**config.mk**
```make
export PLATFORM = sky130hd
export DESIGN_NAME = slot_ordered_completion_queue
export DESIGN_NICKNAME = d
export VERILOG_FILES = /design/src/design/socq_pkg.sv /design/src/design/socq_ram.sv /design/src/design/slot_ordered_completion_queue.sv
export VERILOG_INCLUDE_DIRS = /design/src /design/src/design
export SDC_FILE = /design/constraint.sdc
export NUM_CORES = 2
export LEC_CHECK = 0
export BUFFER_PORTS_ARGS = -buffer_cell sky130_fd_sc_hd__buf_2
export CAP_MARGIN = 5
export CORE_UTILIZATION = 55
export DETAILED_ROUTE_END_ITERATION = 16
export GPL_TIMING_DRIVEN = 0
export PLACE_DENSITY = 0.72
export SKIP_CTS_REPAIR_TIMING = 1
export SYNTH_ARGS = -nofsm -noshare
export SYNTH_HDL_FRONTEND = slang
export SYNTH_SLANG_ARGS = --single-unit
```
**constraint.sdc**
```tcl
create_clock -name i_clk -period 10.1 [get_ports i_clk]
set_input_delay 1.515 -clock i_clk [delete_from_list [all_inputs] [get_ports i_clk]]
set_output_delay 1.515 -clock i_clk [all_outputs]
set_load 0.005 [all_outputs]
```
**src/design/assert_macros.svh**
```systemverilog
// ---------------------------------------------------------------------------
// Assertion macros used by slot_ordered_completion_queue.
// ---------------------------------------------------------------------------
`ifndef ASSERT_MACROS_SVH
`define ASSERT_MACROS_SVH

// Property checked on every rising edge, switched off while reset is held.
`define ASSERT_CLK(label, clk, rst_n, prop, msg) \
    label: assert property (@(posedge clk) disable iff (!rst_n) (prop)) else $error(msg);

// Condition that must never hold while out of reset.
`define ASSERT_NEVER(label, clk, rst_n, cond, msg) \
    label: assert property (@(posedge clk) disable iff (!rst_n) !(cond)) else $error(msg);

`endif

```
**src/design/socq_pkg.sv**
```systemverilog
// ---------------------------------------------------------------------------
// socq_pkg
// Types and constants of the slot ordered completion queue.
// ---------------------------------------------------------------------------
`timescale 1ns / 1ps

package socq_pkg;

    localparam int SLOT_BITS = 16;
    localparam int MS_BITS   = 32;
    localparam int OCC_BITS  = 5;

    localparam logic CMD_ENQUEUE = 1'b0;
    localparam logic CMD_REPLY   = 1'b1;

    typedef enum logic [1:0] {
        ST_ENQUEUED    = 2'd0,
        ST_FULL        = 2'd1,
        ST_COMPLETED   = 2'd2,
        ST_UNSOLICITED = 2'd3
    } t_status;

    typedef enum logic [2:0] {
        S_IDLE,
        S_SCAN,
        S_SHIFT,
        S_WRITE,
        S_POP_A,
        S_POP_B,
        S_POP_C,
        S_EMIT
    } t_state;

    // Wrap-aware order: a is before b when the 16-bit difference is negative.
    function automatic logic earlier_slot(input logic [SLOT_BITS-1:0] a,
                                          input logic [SLOT_BITS-1:0] b);
        logic [SLOT_BITS-1:0] diff;
        diff = a - b;
        return diff[SLOT_BITS-1];
    endfunction

endpackage

```
**src/design/socq_ram.sv**
```systemverilog
// ---------------------------------------------------------------------------
// socq_ram
// Generic RAM with one write port and one registered read port.
// ---------------------------------------------------------------------------
`timescale 1ns / 1ps

module socq_ram #(
    parameter int WIDTH = 8,
    parameter int DEPTH = 16
) (
    input  logic                     i_clk,
    input  logic                     i_we,
    input  logic [$clog2(DEPTH)-1:0] i_waddr,
    input  logic [WIDTH-1:0]         i_wdata,
    input  logic [$clog2(DEPTH)-1:0] i_raddr,
    output logic [WIDTH-1:0]         o_rdata
);

    logic [WIDTH-1:0] r_mem [DEPTH];
    logic [WIDTH-1:0] r_rdata;

    always_ff @(posedge i_clk) begin
        if (i_we) begin
            r_mem[i_waddr] <= i_wdata;
        end
        r_rdata <= r_mem[i_raddr];
    end

    assign o_rdata = r_rdata;

endmodule

```
**src/design/slot_ordered_completion_queue.sv**
```systemverilog
// ---------------------------------------------------------------------------
// slot_ordered_completion_queue
// Queue of outstanding requests kept in wrap-aware ring slot order, with
// the front entry's timeout reported whenever the front changes.
// ---------------------------------------------------------------------------
//  Channel  Direction  Handshake               Payload
//  in       input      i_in_valid/o_in_stall   command, slot, ordered, tag, ms
//  out      output     o_out_valid/i_out_stall status, tags, arm, occupancy
//
// An ordered enqueue scans the queue and then shifts the later entries up
// one place; both walk the single read and write port of the entry RAM,
// before the insert and result steps. An append goes straight to the insert
// step, a reply through the pop steps, a refused enqueue or an unsolicited
// reply straight to the result step. Reset is synchronous and empties the
// queue at once, with no clearing pass. A result still waiting in the output
// register holds the next item in its last step until it is taken.
// ---------------------------------------------------------------------------
`timescale 1ns / 1ps

`include "assert_macros.svh"

module slot_ordered_completion_queue #(
    parameter int QUEUE_DEPTH = 16,
    parameter int TAG_BITS    = 8
) (
    input  logic                             i_clk,
    input  logic                             i_rst_n,
    input  logic                             i_in_valid,
    output logic                             o_in_stall,
    input  logic                             i_command,
    input  logic [socq_pkg::SLOT_BITS-1:0]   i_ring_slot,
    input  logic                             i_is_ordered,
    input  logic [TAG_BITS-1:0]              i_request_tag,
    input  logic [socq_pkg::MS_BITS-1:0]     i_deadline_ms,
    output logic                             o_out_valid,
    input  logic                             i_out_stall,
    output logic [1:0]                       o_status,
    output logic [TAG_BITS-1:0]              o_done_tag,
    output logic                             o_arm_timer,
    output logic [TAG_BITS-1:0]              o_arm_tag,
    output logic [socq_pkg::MS_BITS-1:0]     o_arm_ms,
    output logic [socq_pkg::OCC_BITS-1:0]    o_occupancy
);

    import socq_pkg::*;

    localparam int AW = $clog2(QUEUE_DEPTH);
    localparam int CW = $clog2(QUEUE_DEPTH + 1);
    localparam int SW = CW + 1;
    localparam int EW = SLOT_BITS + 1 + TAG_BITS + MS_BITS;

    // Physical RAM address of a logical queue position.
    function automatic logic [AW-1:0] phys(input logic [AW-1:0] head,
                                           input logic [CW-1:0] idx);
        logic [SW-1:0] sum;
        sum = SW'(head) + SW'(idx);
        if (sum >= SW'(QUEUE_DEPTH)) begin
            sum = sum - SW'(QUEUE_DEPTH);
        end
        return sum[AW-1:0];
    endfunction

    t_state r_state, n_state;
    logic [CW-1:0] r_count, n_count;
    logic [AW-1:0] r_head, n_head;
    logic          r_out_valid, n_out_valid;

    // Item being worked on.
    logic                 r_cmd, r_ord;
    logic [SLOT_BITS-1:0] r_slot;
    logic [TAG_BITS-1:0]  r_tag;
    logic [MS_BITS-1:0]   r_ms;

    // Sequencer working registers.
    logic [CW-1:0] r_idx, n_idx;
    logic [CW-1:0] r_pos, n_pos;
    logic [CW-1:0] r_dst, n_dst;
    logic          r_pend, n_pend;
    logic          r_more, n_more;

    // Result being built, and the output register.
    t_status              r_status, n_status;
    logic [TAG_BITS-1:0]  r_done, n_done;
    logic                 r_arm, n_arm;
    logic [TAG_BITS-1:0]  r_arm_tag, n_arm_tag;
    logic [MS_BITS-1:0]   r_arm_ms, n_arm_ms;

    t_status              r_out_status;
    logic [TAG_BITS-1:0]  r_out_done, r_out_arm_tag;
    logic                 r_out_arm;
    logic [MS_BITS-1:0]   r_out_arm_ms;
    logic [OCC_BITS-1:0]  r_out_occ;

    logic          accept, load_out;
    logic          ram_we;
    logic [AW-1:0] ram_waddr, ram_raddr;
    logic [EW-1:0] ram_wdata, ram_rdata;

    logic [SLOT_BITS-1:0] e_slot;
    logic                 e_ord;
    logic [TAG_BITS-1:0]  e_tag;
    logic [MS_BITS-1:0]   e_ms;
    logic                 hit, scan_hit, scan_end;

    assign e_slot = ram_rdata[EW-1 -: SLOT_BITS];
    assign e_ord  = ram_rdata[MS_BITS + TAG_BITS];
    assign e_tag  = ram_rdata[MS_BITS +: TAG_BITS];
    assign e_ms   = ram_rdata[MS_BITS-1:0];

    // The new entry goes before the first unordered or later-slot entry.
    assign hit      = !e_ord || earlier_slot(r_slot, e_slot);
    assign scan_hit = r_pend && hit;
    assign scan_end = r_pend && !hit && (r_idx == r_count);

    assign accept   = i_in_valid && (r_state == S_IDLE);
    assign load_out = (r_state == S_EMIT) && (!r_out_valid || !i_out_stall);

    socq_ram #(
        .WIDTH (EW),
        .DEPTH (QUEUE_DEPTH)
    ) u_entries (
        .i_clk   (i_clk),
        .i_we    (ram_we),
        .i_waddr (ram_waddr),
        .i_wdata (ram_wdata),
        .i_raddr (ram_raddr),
        .o_rdata (ram_rdata)
    );

    // Next state.
    always_comb begin
        n_state = r_state;
        unique case (r_state)
            S_IDLE: begin
                if (accept) begin
                    if (i_command == CMD_ENQUEUE) begin
                        if (r_count == CW'(QUEUE_DEPTH)) begin
                            n_state = S_EMIT;
                        end else if (i_is_ordered && (r_count != '0)) begin
                            n_state = S_SCAN;
                        end else begin
                            n_state = S_WRITE;
                        end
                    end else if (r_count == '0) begin
                        n_state = S_EMIT;
                    end else begin
                        n_state = S_POP_A;
                    end
                end
            end
            S_SCAN: begin
                if (scan_hit) begin
                    n_state = S_SHIFT;
                end else if (scan_end) begin
                    n_state = S_WRITE;
                end
            end
            S_SHIFT: begin
                if (!r_more && r_pend) begin
                    n_state = S_WRITE;
                end
            end
            S_WRITE: n_state = S_EMIT;
            S_POP_A: n_state = S_POP_B;
            S_POP_B: n_state = S_POP_C;
            S_POP_C: n_state = S_EMIT;
            S_EMIT: begin
                if (load_out) begin
                    n_state = S_IDLE;
                end
            end
            default: n_state = S_IDLE;
        endcase
    end

    // Datapath and RAM control.
    always_comb begin
        n_count     = r_count;
        n_head      = r_head;
        n_idx       = r_idx;
        n_pos       = r_pos;
        n_dst       = r_dst;
        n_pend      = r_pend;
        n_more      = r_more;
        n_status    = r_status;
        n_done      = r_done;
        n_arm       = r_arm;
        n_arm_tag   = r_arm_tag;
        n_arm_ms    = r_arm_ms;
        ram_we      = 1'b0;
        ram_waddr   = phys(r_head, r_dst);
        ram_wdata   = ram_rdata;
        ram_raddr   = phys(r_head, r_idx);
        n_out_valid = r_out_valid && i_out_stall;
        unique case (r_state)
            S_IDLE: begin
                n_done    = '0;
                n_arm     = 1'b0;
                n_arm_tag = '0;
                n_arm_ms  = '0;
                n_idx     = '0;
                n_pend    = 1'b0;
                n_pos     = r_count;
                if (i_command == CMD_ENQUEUE) begin
                    n_status = (r_count == CW'(QUEUE_DEPTH)) ? ST_FULL : ST_ENQUEUED;
                end else begin
                    n_status = (r_count == '0) ? ST_UNSOLICITED : ST_COMPLETED;
                end
            end
            S_SCAN: begin
                if (scan_hit) begin
                    n_pos  = r_idx - CW'(1);
                    n_idx  = r_count - CW'(1);
                    n_more = 1'b1;
                    n_pend = 1'b0;
                end else if (scan_end) begin
                    n_pos = r_count;
                end else begin
                    n_idx  = r_idx + CW'(1);
                    n_pend = 1'b1;
                end
            end
            S_SHIFT: begin
                // Entry read last cycle moves up one place while the next
                // lower entry is read.
                ram_we = r_pend;
                if (r_more) begin
                    n_pend = 1'b1;
                    n_dst  = r_idx + CW'(1);
                    if (r_idx == r_pos) begin
                        n_more = 1'b0;
                    end else begin
                        n_idx = r_idx - CW'(1);
                    end
                end else begin
                    n_pend = 1'b0;
                end
            end
            S_WRITE: begin
                ram_we    = 1'b1;
                ram_waddr = phys(r_head, r_pos);
                ram_wdata = {r_slot, r_ord, r_tag, r_ms};
                n_count   = r_count + CW'(1);
                if (r_pos == '0) begin
                    n_arm     = 1'b1;
                    n_arm_tag = r_tag;
                    n_arm_ms  = r_ms;
                end
            end
            S_POP_A: begin
                ram_raddr = phys(r_head, CW'(0));
            end
            S_POP_B: begin
                ram_raddr = phys(r_head, CW'(1));
                n_done    = e_tag;
            end
            S_POP_C: begin
                n_head  = phys(r_head, CW'(1));
                n_count = r_count - CW'(1);
                if (r_count != CW'(1)) begin
                    n_arm     = 1'b1;
                    n_arm_tag = e_tag;
                    n_arm_ms  = e_ms;
                end
            end
            S_EMIT: begin
                if (load_out) begin
                    n_out_valid = 1'b1;
                end
            end
            default: begin
                n_out_valid = r_out_valid && i_out_stall;
            end
        endcase
    end

    always_ff @(posedge i_clk) begin
        if (!i_rst_n) begin
            r_state     <= S_IDLE;
            r_count     <= '0;
            r_head      <= '0;
            r_out_valid <= 1'b0;
        end else begin
            r_state     <= n_state;
            r_count     <= n_count;
            r_head      <= n_head;
            r_out_valid <= n_out_valid;
        end
    end

    always_ff @(posedge i_clk) begin
        if (accept) begin
            r_cmd  <= i_command;
            r_slot <= i_ring_slot;
            r_ord  <= i_is_ordered;
            r_tag  <= i_request_tag;
            r_ms   <= i_deadline_ms;
        end
        r_idx     <= n_idx;
        r_pos     <= n_pos;
        r_dst     <= n_dst;
        r_pend    <= n_pend;
        r_more    <= n_more;
        r_status  <= n_status;
        r_done    <= n_done;
        r_arm     <= n_arm;
        r_arm_tag <= n_arm_tag;
        r_arm_ms  <= n_arm_ms;
        if (load_out) begin
            r_out_status  <= r_status;
            r_out_done    <= r_done;
            r_out_arm     <= r_arm;
            r_out_arm_tag <= r_arm_tag;
            r_out_arm_ms  <= r_arm_ms;
            r_out_occ     <= OCC_BITS'(r_count);
        end
    end

    assign o_in_stall  = (r_state != S_IDLE);
    assign o_out_valid = r_out_valid;
    assign o_status    = r_out_status;
    assign o_done_tag  = r_out_done;
    assign o_arm_timer = r_out_arm;
    assign o_arm_tag   = r_out_arm_tag;
    assign o_arm_ms    = r_out_arm_ms;
    assign o_occupancy = r_out_occ;

    `ASSERT_NEVER(a_count_bound, i_clk, i_rst_n,
        r_count > CW'(QUEUE_DEPTH), "queue count above depth")
    `ASSERT_CLK(a_write_grows, i_clk, i_rst_n,
        (r_state == S_WRITE) |=> (r_count == $past(r_count) + CW'(1)),
        "insert did not grow the queue")
    `ASSERT_CLK(a_reply_kind, i_clk, i_rst_n,
        (r_state == S_POP_C) |-> (r_cmd == CMD_REPLY && r_status == ST_COMPLETED),
        "pop without a completing reply")
    `ASSERT_CLK(a_scan_range, i_clk, i_rst_n,
        (r_state == S_SCAN) |-> (r_idx <= r_count && r_ord),
        "scan beyond the queue or for an unordered item")
    `ASSERT_CLK(a_no_arm_refused, i_clk, i_rst_n,
        (o_out_valid && (o_status == ST_FULL || o_status == ST_UNSOLICITED))
            |-> (!o_arm_timer && o_done_tag == '0),
        "refused item reports a tag or arms a timer")

endmodule
```
==> results_dict.tcl <==
set metrics [dict create \
    hp-class "reg -> reg" \
    diodes 0 \
    dieWidth_um 286 \
    drc_errors 0 \
    synthDistinctLibCells 53 \
    fin_tns_setup_ns 0 \
    skew_ns 0.0348 \
    pin_count 120 \
    tightest_slew_ns 1.43 \
    clkSinkCount 1162 \
    slew_headroom_pct 4.83 \
    synthFlopType "edfxtp_1" \
    async_flop_share_pct 0 \
    required_ns 10.46 \
    status "completed" \
    dr.pass1.iters 6 \
    wl_met3_um 10700 \
    pwr-share-seq_pct 42.4 \
    postRouteAntennaNets 0 \
    cts_max_path_buffers 3 \
    synth.avg_cell_area_um2 19.7 \
    rsz0062_at_grt "no" \
    place_ws_ns 4.09 \
    setup_slack_ns 4.25 \
    drt-met1-wl_um 41000 \
    fin_crit_sh_pct 57.9 \
    p_comb_share_pct 31.0 \
    postSynthRegisterBits 1162 \
    totalWireLength_um 106000 \
    cts_tree "yes" \
    crit_path_end_kind "flop" \
    critPathArrivalTime_ns 6.21 \
    syn_inst 2257 \
    dpl-instance-area_um2 47400 \
    hold_violations 0 \
    clkPwrFrac_pct 26.6 \
    place_congestion 0.885 \
    finalPower_mw 16.0 \
    clk_pin_slew_ns 0.06 \
    yosysSeqAreaShare_pct 77.0 \
    insertion_delay_ns 0.70 \
    synth_area_um2 44400 \
    start_util_pct 55.9 \
    grt-ovfl-total 0 \
    row_count 103 \
    post-route-util_pct 64.6 \
    synth_edf_count 1092 \
    cp-start-kind "flop" \
    drv_cap 0 \
    drive_gt1_share_pct 24.8 \
    dp_hpwl_um 65900 \
    cpLargestDelayFamily "simple AND/OR/NAND/NOR gates" \
    track_usage_pct 26.5 \
    intPower_mw 11.0 \
    viasPerCell 6.28 \
    setup_violations 0 \
    syn_nets 2347 \
    peakVddDrop_uv 172 \
    drt-wirelength-per-cell_um 28.8 \
    dieArea_um2 81900 \
    cts_root_buffer "clkbuf_16" \
    cp_max_fo 22 \
    report.final.slew_viol_count 0 \
    min_period_ns 5.85 \
    drtIter0Drc 3061 \
    die_y_um 286 \
    cp_slowest_cell "clkbuf_1" \
    power.density_nw_per_um2 313 \
    routed.top_layer "met5" \
    sw_frac_of_total_pct 31.6 \
    io_buffers 119 \
    layout.nets 2627 \
    slowest_delay_ns 0.84 \
    area_delta_synth_final_pct 15.4 \
    vias 23138 \
    final_cell_mix "edfxtp_1, nand2_1, mux4_2" \
    wl_met2_um 51900 \
    switchingPower_mw 5.07 \
    grt_pass1_wl_um 156000 \
    antenna_found_initial 2 \
    crit_type "reg -> reg" \
    grt_max_degree 38 \
    yosys_warnings 0 \
    path_common_cell "nand2_1" \
    cts_buffers 113 \
    cp_num_buf_inv 6 \
    finalInstanceArea_um2 51300 \
    fmaxAchievable_mhz 171 \
    final_common_cell "edfxtp_1" \
    grt_pass1_vias 23651 \
    cp_cell_sequence "buf_2, nand2_1, nor2_1, clkbuf_1, clkbuf_1, nand2_1, nand2_1, ha_1, inv_1, fa_1, or3b_2, nor2_4, buf_12, buf_12" \
    htreeDepth 3 \
    total_leakage_power_nw 17.1 \
    core_area_um2 79400 \
]
==> stage by stage <==
step / cells / hold slack, ns
finish: 3687 / 0.416
global route: 3687 / 0.422
CTS: 3684 / 0.417
detailed placement: 3469 / 0.405
global placement: 3426 / 0.401
floorplan: 2257 / 0.400
==> registers in the layout, indices dropped and copies added (netlist names), 16 cells and up <==
register	count
o_arm_ms	32
r_arm_ms	32
r_ms	32
r_slot	16
u_entries.o_rdata	57
u_entries.r_mem	912
==> cell families after synthesis <==
group           synth area share (%)
flops                           77.0
mux                             13.0
compound gates                  2.96
buf+inv                         1.57
simple gates                    3.92
xor+xnor                       0.749
fa+ha+maj                      0.823
==> per-layer routing <==
layer,vias to the layer above,track usage (%)
met1,12010,37.4
met3,185,5.06
met4,2,8.41
met5,-,0
li1,9579,-
met2,1362,42.3
==> path summary, 6_finish.rpt <==
path | start | end | slack [ns] | cells after the start
worst min-delay path | r_arm_ms[22] | o_arm_ms[22] | 0.42 | 0
worst min register to register | r_arm_ms[22] | o_arm_ms[22] | 0.42 | 0
worst max-delay path | r_state[0] | u_entries.r_mem[11][18] | 4.25 | 14
worst max register to register | r_state[0] | u_entries.r_mem[11][18] | 4.25 | 14
==> power by group through the flow <==
stage | Clock, mW | Combinational, mW | Sequential, mW
3_5_place_dp | 0 | 4.92 | 6.89
3_3_place_gp | 0 | 4.63 | 6.92
2_1_floorplan | 0 | 3.37 | 6.80
5_1_grt | 4.49 | 5.31 | 6.84
6_report | 4.26 | 4.97 | 6.80
4_1_cts | 4.31 | 4.96 | 6.80
==> worst reg2reg max path: stages (launching register included) <==
cell and delay, ns:
dfxtp_1 0.40, buf_2 0.25, nand2_1 0.11, nor2_1 0.60, clkbuf_1 0.50, clkbuf_1 0.84, nand2_1 0.13, nand2_1 0.10
ha_1 0.16, inv_1 0.06, fa_1 0.53, or3b_2 0.64, nor2_4 0.64, buf_12 0.29, buf_12 0.26
==> synth_stat cells, types with 6 or more instances <==
| cell | instances | area, µm² |
|---|---|---|
| edfxtp_1 | 1092 | 32800 |
| a21oi_1 | 76 | 380 |
| a22o_1 | 15 | 131 |
| o22ai_1 | 6 | 37.5 |
| mux2i_1 | 64 | 641 |
| dfxtp_1 | 70 | 1400 |
| nor2b_1 | 59 | 369 |
| buf_4 | 13 | 97.6 |
| buf_2 | 42 | 210 |
| nand4_1 | 6 | 37.5 |
| buf_6 | 8 | 90.1 |
| nand3_1 | 12 | 60.1 |
| xor2_1 | 13 | 114 |
| xnor2_1 | 25 | 219 |
| ha_1 | 26 | 325 |
| o21ai_0 | 26 | 130 |
| nor2_1 | 30 | 113 |
| inv_1 | 26 | 97.6 |
| clkbuf_1 | 50 | 188 |
| nor3_1 | 8 | 40.0 |
| a211oi_1 | 59 | 443 |
| and2_1 | 16 | 100 |
| nand2_1 | 241 | 905 |
| mux4_2 | 228 | 5130 |
==> final cells by class <==
class / count / area, µm²
buffer: 115 / 594
clock buffer: 162 / 3240
clock inverter: 53 / 564
fill: 5178 / 28100
inverter: 27 / 101
multi-input combinational: 953 / 9670
sequential: 1162 / 34200
tap: 1050 / 1310
timing repair buffer: 165 / 1570
(Power assumes the default switching activity.)
